$ cat config.mk
export PLATFORM = sky130hd
export DESIGN_NAME = circular_deque_core_flat
export DESIGN_NICKNAME = d
export VERILOG_FILES = /design/src/rtl/core/cdq_pkg.sv /design/src/rtl/core/cdq_if.sv /design/src/rtl/core/circular_deque_core.sv /design/src/rtl/core/cdq_ram.sv /design/src/rtl/core/cdq_ctrl.sv /design/src/flat_wrapper.sv
export SDC_FILE = /design/constraint.sdc
export NUM_CORES = 1
export LEC_CHECK = 0
export BUFFER_PORTS_ARGS = -buffer_cell sky130_fd_sc_hd__buf_2
export CORE_UTILIZATION = 58
export CTS_CLUSTER_DIAMETER = 60
export DETAILED_ROUTE_END_ITERATION = 8
export PLACE_DENSITY = 0.85
export SLEW_MARGIN = 30
export SYNTH_ARGS = -nofsm -noshare
export SYNTH_HDL_FRONTEND = slang
export SYNTH_SLANG_ARGS = --single-unit
export TNS_END_PERCENT = 20
$ cat constraint.sdc
create_clock -name clk -period 7.8 [get_ports clk]
set_clock_uncertainty 0.1 [all_clocks]
set_input_delay 0 -clock clk [delete_from_list [all_inputs] [get_ports clk]]
set_output_delay 0 -clock clk [all_outputs]
set_load 0.01 [all_outputs]
$ cat src/rtl/core/cdq_pkg.sv
// ----------------------------------------------------------------------------
// cdq_pkg
// types and codes shared by the circular deque modules
// ----------------------------------------------------------------------------
package cdq_pkg;

	localparam int unsigned DATA_W = 32;

	// operation codes of a request beat
	typedef enum logic [1:0] {
		KIND_PUSH_FRONT = 2'd0,
		KIND_PUSH_REAR  = 2'd1,
		KIND_POP_FRONT  = 2'd2,
		KIND_POP_REAR   = 2'd3
	} kind_t;

	// response status codes
	typedef enum logic [1:0] {
		ST_OK    = 2'd0,
		ST_FULL  = 2'd1,
		ST_EMPTY = 2'd2
	} status_t;

	typedef logic signed [DATA_W-1:0] word_t;

	// per-operation outcome handed from the controller to the response stage
	typedef struct packed {
		status_t status;
		logic    pop;
	} res_t;

endpackage

$ cat src/rtl/core/cdq_if.sv
// ----------------------------------------------------------------------------
// cdq request and response channels
// valid/ready channels carrying deque operations and their outcomes
// ----------------------------------------------------------------------------
interface cdq_req_if import cdq_pkg::*; ();
	logic  valid;
	logic  ready;
	kind_t kind;
	word_t push_value;

	modport source (output valid, output kind, output push_value, input ready);
	modport sink (input valid, input kind, input push_value, output ready);
endinterface

interface cdq_rsp_if import cdq_pkg::*; ();
	logic    valid;
	logic    ready;
	status_t status;
	word_t   pop_value;
	logic    pop_valid;

	modport source (output valid, output status, output pop_value, output pop_valid,
		input ready);
	modport sink (input valid, input status, input pop_value, input pop_valid,
		output ready);
endinterface

$ cat src/rtl/core/circular_deque_core.sv
// ----------------------------------------------------------------------------
// circular_deque_core
// fixed-depth circular double-ended queue of 32-bit words held in a ram
// ----------------------------------------------------------------------------
//  channel | dir | fields                          | beat
//  --------+-----+---------------------------------+--------------------------
//  req     | in  | kind, push_value                | one deque operation
//  rsp     | out | status, pop_value, pop_valid    | one outcome per req beat
//
// one req beat per cycle while req.ready is high; its rsp beat appears in the
// cycle after acceptance, when the registered ram read of a pop has returned
// pointers and the empty flag live in flops beside the ram; every operation
// touches at most one ram entry, so no two accesses ever overlap
// reset clears pointers, empty flag and the response valid flag; the ram is not
// cleared, since only occupied (written) entries are ever read
// req.ready drops while a response is held and rsp.ready is low; the ram
// read data then holds because no new read is issued
module circular_deque_core import cdq_pkg::*; #(
	parameter int unsigned DEPTH = 8
) (
	input  logic       clk,
	input  logic       arst_n,
	cdq_req_if.sink    req,
	cdq_rsp_if.source  rsp
);

	localparam int unsigned PTR_W = $clog2(DEPTH);

	logic             acc;
	logic             ram_we, ram_re;
	logic [PTR_W-1:0] ram_addr;
	word_t            ram_wdata, ram_rdata;
	res_t             res, res_s1;
	logic             valid_s1;

	// accept whenever the response stage is free or drains this cycle
	assign req.ready = !valid_s1 || rsp.ready;
	assign acc       = req.valid && req.ready;

	cdq_ctrl #(
		.DEPTH (DEPTH)
	) u_ctrl (
		.clk        (clk),
		.arst_n     (arst_n),
		.acc        (acc),
		.kind       (req.kind),
		.push_value (req.push_value),
		.ram_we     (ram_we),
		.ram_re     (ram_re),
		.ram_addr   (ram_addr),
		.ram_wdata  (ram_wdata),
		.res        (res)
	);

	// ring storage
	cdq_ram #(
		.WIDTH (DATA_W),
		.DEPTH (DEPTH)
	) u_ram (
		.clk   (clk),
		.we    (ram_we),
		.re    (ram_re),
		.addr  (ram_addr),
		.wdata (ram_wdata),
		.rdata (ram_rdata)
	);

	// response stage, lines up with the ram read data
	always_ff @(posedge clk or negedge arst_n) begin
		if (!arst_n) begin
			valid_s1 <= 1'b0;
		end else if (acc) begin
			valid_s1 <= 1'b1;
		end else if (rsp.ready) begin
			valid_s1 <= 1'b0;
		end
	end

	always_ff @(posedge clk) begin
		if (acc) begin
			res_s1 <= res;
		end
	end

	assign rsp.valid     = valid_s1;
	assign rsp.status    = res_s1.status;
	assign rsp.pop_valid = res_s1.pop;
	// pushes and refused pops report a zero word
	assign rsp.pop_value = res_s1.pop ? ram_rdata : '0;

endmodule

$ cat src/rtl/core/cdq_ram.sv
// ----------------------------------------------------------------------------
// cdq_ram
// generic single-port synchronous ram with registered read
// ----------------------------------------------------------------------------
module cdq_ram #(
	parameter int unsigned WIDTH = 32,
	parameter int unsigned DEPTH = 8
) (
	input  logic                     clk,
	input  logic                     we,
	input  logic                     re,
	input  logic [$clog2(DEPTH)-1:0] addr,
	input  logic [WIDTH-1:0]         wdata,
	output logic [WIDTH-1:0]         rdata
);

	logic [WIDTH-1:0] mem_q [DEPTH];

	always_ff @(posedge clk) begin
		if (we) begin
			mem_q[addr] <= wdata;
		end
		if (re) begin
			rdata <= mem_q[addr];
		end
	end

endmodule

$ cat src/rtl/core/cdq_ctrl.sv
// ----------------------------------------------------------------------------
// cdq_ctrl
// head/tail pointers, empty flag and ram access decision per operation
// ----------------------------------------------------------------------------
module cdq_ctrl import cdq_pkg::*; #(
	parameter int unsigned DEPTH = 8
) (
	input  logic                     clk,
	input  logic                     arst_n,
	input  logic                     acc,
	input  kind_t                    kind,
	input  word_t                    push_value,
	output logic                     ram_we,
	output logic                     ram_re,
	output logic [$clog2(DEPTH)-1:0] ram_addr,
	output word_t                    ram_wdata,
	output res_t                     res
);

	localparam int unsigned PTR_W = $clog2(DEPTH);
	localparam logic [PTR_W-1:0] PTR_LAST = PTR_W'(DEPTH - 1);

	logic [PTR_W-1:0] head_q, tail_q, head_d, tail_d;
	logic             empty_q, empty_d;
	logic             wr, rd, full;
	logic [PTR_W-1:0] tail_inc, tail_dec, head_inc, head_dec;

	assign head_inc = (head_q == PTR_LAST) ? '0 : head_q + 1'b1;
	assign head_dec = (head_q == '0) ? PTR_LAST : head_q - 1'b1;
	assign tail_inc = (tail_q == PTR_LAST) ? '0 : tail_q + 1'b1;
	assign tail_dec = (tail_q == '0) ? PTR_LAST : tail_q - 1'b1;
	assign full     = !empty_q && (head_q == tail_inc);

	always_comb begin
		head_d     = head_q;
		tail_d     = tail_q;
		empty_d    = empty_q;
		wr         = 1'b0;
		rd         = 1'b0;
		ram_addr   = '0;
		res.status = ST_OK;
		res.pop    = 1'b0;
		unique case (kind) inside
			KIND_PUSH_FRONT, KIND_PUSH_REAR: begin
				if (empty_q) begin
					// first element always lands at entry zero
					head_d  = '0;
					tail_d  = '0;
					empty_d = 1'b0;
					wr      = 1'b1;
				end else if (full) begin
					res.status = ST_FULL;
				end else if (kind == KIND_PUSH_FRONT) begin
					head_d   = head_dec;
					ram_addr = head_dec;
					wr       = 1'b1;
				end else begin
					tail_d   = tail_inc;
					ram_addr = tail_inc;
					wr       = 1'b1;
				end
			end
			KIND_POP_FRONT, KIND_POP_REAR: begin
				if (empty_q) begin
					res.status = ST_EMPTY;
				end else begin
					ram_addr = (kind == KIND_POP_FRONT) ? head_q : tail_q;
					rd       = 1'b1;
					res.pop  = 1'b1;
					if (head_q == tail_q) begin
						// last element leaves, pointers go home
						empty_d = 1'b1;
						head_d  = '0;
						tail_d  = '0;
					end else if (kind == KIND_POP_FRONT) begin
						head_d = head_inc;
					end else begin
						tail_d = tail_dec;
					end
				end
			end
			default: begin
			end
		endcase
	end

	assign ram_we    = acc && wr;
	assign ram_re    = acc && rd;
	assign ram_wdata = push_value;

	always_ff @(posedge clk or negedge arst_n) begin
		if (!arst_n) begin
			head_q  <= '0;
			tail_q  <= '0;
			empty_q <= 1'b1;
		end else if (acc) begin
			head_q  <= head_d;
			tail_q  <= tail_d;
			empty_q <= empty_d;
		end
	end

endmodule
$ cat src/flat_wrapper.sv
// flat-port wrapper written by rule: the top's interface ports become plain ports
module circular_deque_core_flat import cdq_pkg::*;
#(
	parameter int unsigned DEPTH = 8
)
  (clk, arst_n, req_valid, req_kind, req_push_value, req_ready, rsp_valid, rsp_status, rsp_pop_value, rsp_pop_valid, rsp_ready);
  cdq_req_if req_i ();
  cdq_rsp_if rsp_i ();
  input  logic clk;
  input  logic arst_n;
  input wire logic [$bits(req_i.valid)-1:0] req_valid;
  input wire logic [$bits(req_i.kind)-1:0] req_kind;
  input wire logic [$bits(req_i.push_value)-1:0] req_push_value;
  output wire logic [$bits(req_i.ready)-1:0] req_ready;
  output wire logic [$bits(rsp_i.valid)-1:0] rsp_valid;
  output wire logic [$bits(rsp_i.status)-1:0] rsp_status;
  output wire logic [$bits(rsp_i.pop_value)-1:0] rsp_pop_value;
  output wire logic [$bits(rsp_i.pop_valid)-1:0] rsp_pop_valid;
  input wire logic [$bits(rsp_i.ready)-1:0] rsp_ready;
  assign req_i.valid = req_valid;
  assign req_i.kind = req_kind;
  assign req_i.push_value = req_push_value;
  assign req_ready = req_i.ready;
  assign rsp_valid = rsp_i.valid;
  assign rsp_status = rsp_i.status;
  assign rsp_pop_value = rsp_i.pop_value;
  assign rsp_pop_valid = rsp_i.pop_valid;
  assign rsp_i.ready = rsp_ready;
  circular_deque_core #(.DEPTH(DEPTH)) u_core (.clk(clk), .arst_n(arst_n), .req(req_i), .rsp(rsp_i));
endmodule
==> results.md <==
* Maximum fanout along the worst path at 42
* Average wire per cell in the routed design at 24.6 um
* Endpoint type of the worst setup path: flop
* Antenna violations before repair at 1
* Number of buffers added on ports at 74
* Share of the clock period used by the worst path after layout at 57.5%
* Final Power at 4930 uW
* Mapped Nets at 609
* Final Core Density at 69.5%
* Initial standard-cell utilization of the core at 59.7%
* Via count of the routed design at 6057
* Clock network latency to the later pin of the worst-skew pair at 0.55 ns
* Clk Tree Root Cell: sky130_fd_sc_hd__clkbuf_16
* Detailed placement HPWL at 13.0 mm
* Final routed DRC violation total at 0
* Register area share after synthesis at 73.6%
* Global Route Usage Sum at 23.5%
* Htree depth at 1
* Max_cap viols at 0
* CTS max path bufs at 3
* Vias in the first global route at 6316
* Max Clk Rate at 223 MHz
* Post-synthesis cell type count at 47
* DIE AREA at 21500 um^2
* Number of buffers created by CTS at 29
* Final Slew Violations at 0
* Cells after Synth at 563
* Placeable core area at 20400 um^2
* Clk sinks at 299
* Category of the worst setup path launch point: flop
* Final setup vio count at 0
* Crit path cell chain: ha_1 > ha_1 > xor2_4 > or4b_4 > a31oi_4 > buf_4 > mux4_1 > mux2_2
* Antenna-violating nets left at 0
* Power density over the cells at 348 nW/um^2
* Crit path time final at 4.48 ns
* Final design area excluding fillers at 14100 um^2
* Clock slew at the register clock pins of the worst setup and hold paths at 0.06 ns
* Avg Synthesized Cell Area at 21.6 um^2
* Count of yosys warnings during synthesis at 0
* Primary FF master, synth: sky130_fd_sc_hd__edfxtp_1
* Worst supply voltage drop on vdd at 0.000274 V
* Routability congestion estimate from global placement at 0.850
* Total negative setup slack at 0 ns
* Number of synthesized flops with an enable pin at 291
* Worst-path cell with the longest stage delay: sky130_fd_sc_hd__mux4_1
* Clock tree from TritonCTS: yes
* Total overflow reported by the global router at 0
* Final worst hold slack at 0.0785 ns
* Unrepaired setup endpoints after global routing: no
* DRT Wirelength at 24.4 mm
* Final Hold Violating Endpoints at 0
* Growth of design area from synthesis to finish at 16.4%
* Required time at the worst-slack endpoint at 8.00 ns
* I/O pins at 75
* Relative slew slack at 39.0%
* Wire length of the first global-routing pass at 36.8 mm
* Most frequent standard cell in the layout excluding fill and tap cells: sky130_fd_sc_hd__edfxtp_1
* Post-CTS Setup Bufs at 0
* Register-to-register path setup slack at 3.32 ns
* WP data arrival at 4.68 ns
* Instance area at placement at 12800 um^2
* Path class of the lowest-slack min-delay path: input pin to flop
* Leakage Power at 0.00495 uW
* Layout cells sized above 1 at 27.6%
* Mapped cell area at 12200 um^2
* Asr flop ratio synth at 2.68%
* Vias per Instance at 6.11
* Overall die width at 147 um
* Largest net degree at the start of global routing at 68
* Number of search-and-repair iterations in the first detailed-routing pass at 5
* Standard-cell rows at 52
* Crit Path Class: flop to flop
* Highest-count cells in the layout ignoring fill and taps: sky130_fd_sc_hd__edfxtp_1, sky130_fd_sc_hd__buf_2, sky130_fd_sc_hd__mux4_1, sky130_fd_sc_hd__dlygate4sd3_1, sky130_fd_sc_hd__and2_1
* Die Y-Extent at 147 um
* CP most frequent cell: sky130_fd_sc_hd__ha_1
* Seq cells post-synth at 299
* Number of fill cells in the layout at 1191
* Run status: finished clean
* Crit path largest cell delay at 0.68 ns
* Starting DRT DRC Count at 365
* # nets final at 745
* Worst Tran Pin Value at 0.905 ns
[cells in the mapped netlist (4+ instances only)]
| cell type | n | area (um^2) |
|---|---|---|
| sky130_fd_sc_hd__clkbuf_1 | 10 | 37.5 |
| sky130_fd_sc_hd__o21ai_0 | 7 | 35.0 |
| sky130_fd_sc_hd__edfxtp_1 | 291 | 8740 |
| sky130_fd_sc_hd__dfrtp_1 | 7 | 175 |
| sky130_fd_sc_hd__mux4_2 | 10 | 225 |
| sky130_fd_sc_hd__nor2_1 | 16 | 60.1 |
| sky130_fd_sc_hd__buf_6 | 4 | 45.0 |
| sky130_fd_sc_hd__ha_1 | 8 | 100 |
| sky130_fd_sc_hd__and2_1 | 35 | 219 |
| sky130_fd_sc_hd__buf_2 | 4 | 20.0 |
| sky130_fd_sc_hd__buf_12 | 7 | 140 |
| sky130_fd_sc_hd__nor3_1 | 11 | 55.1 |
| sky130_fd_sc_hd__mux2_2 | 32 | 360 |
| sky130_fd_sc_hd__a21oi_1 | 15 | 75.1 |
| sky130_fd_sc_hd__nand2_1 | 6 | 22.5 |
| sky130_fd_sc_hd__inv_1 | 7 | 26.3 |
| sky130_fd_sc_hd__mux4_1 | 54 | 1420 |
[state kept, by name (all words and copies together), names as in the netlist]
| signal | count |
|---|---|
| u_core.u_ram.mem_q | 256 |
| u_core.rsp.pop_valid | 1 |
| u_core.rsp.valid | 1 |
| u_core.u_ctrl.head_q | 3 |
| u_core.rsp.status | 2 |
| u_core.u_ram.rdata | 32 |
| u_core.u_ctrl.tail_q | 3 |
| u_core.u_ctrl.empty_q | 1 |
[layer usage]
| layer | GRT usage [%] | up-vias | wire length, um |
|---|---|---|---|
| met5 | 0 | - | 0 |
| met4 | 8.75 | 0 | 667 |
| met3 | 4.60 | 56 | 1560 |
| met2 | 40.5 | 278 | 12700 |
| met1 | 29.7 | 3111 | 9480 |
| li1 | - | 2612 | - |
[through the flow]
step                      setup slack (ns)  instances
after global placement                3.14        899
after floorplan                       2.84        563
after global routing                  3.20        991
after CTS                             2.97        989
final                                 3.32        991
after detailed placement              3.00        899
[where the power goes]
part / switching [uW] / total [uW] / internal (uW)
combinational: 711 / 1440 / 730
clock: 565 / 1420 / 851
sequential: 82.4 / 2070 / 1990
[area by class of cell]
type,instances,area (um^2),share of cell area [%]
clock buffers,39,763,5.39
well taps,270,338,2.39
flip-flops and latches,299,8940,63.2
clock inverters,13,198,1.40
diodes,1,2.50,0.0177
repair buffers,132,905,6.39
inverters,9,36.3,0.256
multi-input cells,228,2970,21.0
[critical path: cells and delay by family, from the launching register on]
| kind | cells | cell delay, ns |
|---|---|---|
| muxes | 2 | 0.98 |
| DFF | 1 | 0.49 |
| buffers and inverters | 1 | 0.66 |
| AOI/OAI and AO/OA | 1 | 0.52 |
| and+or+nand+nor | 1 | 0.59 |
| xor gates and xnor gates | 1 | 0.22 |
| adders and majority gates | 2 | 0.63 |
[kinds of logic after synthesis]
| group | after synthesis | synth area share, % |
|---|---|---|
| DFF | 299 | 73.6 |
| muxes | 98 | 16.7 |
| and+or+nand+nor | 82 | 3.99 |
| buffers and inverters | 36 | 2.42 |
| AOI/OAI and AO/OA | 35 | 1.98 |
| adders and majority gates | 8 | 0.824 |
| xor gates and xnor gates | 5 | 0.577 |
[worst paths after layout]
path | cells after the start | start | to
min in group asynchronous | 3 | arst_n | u_core.u_ctrl.tail_q[1]
min reg2reg | 1 | u_core.u_ctrl.tail_q[2] | u_core.u_ctrl.tail_q[2]
max in group asynchronous | 3 | arst_n | u_core.u_ctrl.empty_q
min | 4 | rsp_ready | u_core.rsp.status[1]
max reg2reg | 8 | u_core.u_ctrl.tail_q[0] | u_core.u_ram.rdata[26]
max | 8 | u_core.u_ctrl.tail_q[0] | u_core.u_ram.rdata[26]
[repair_timing]
item,CTS,global route
gates resized for setup,0,0
hold buffers,38,0
hold endpoints to repair,284,0
No activity file was read; power rests on OpenSTA's default activity.
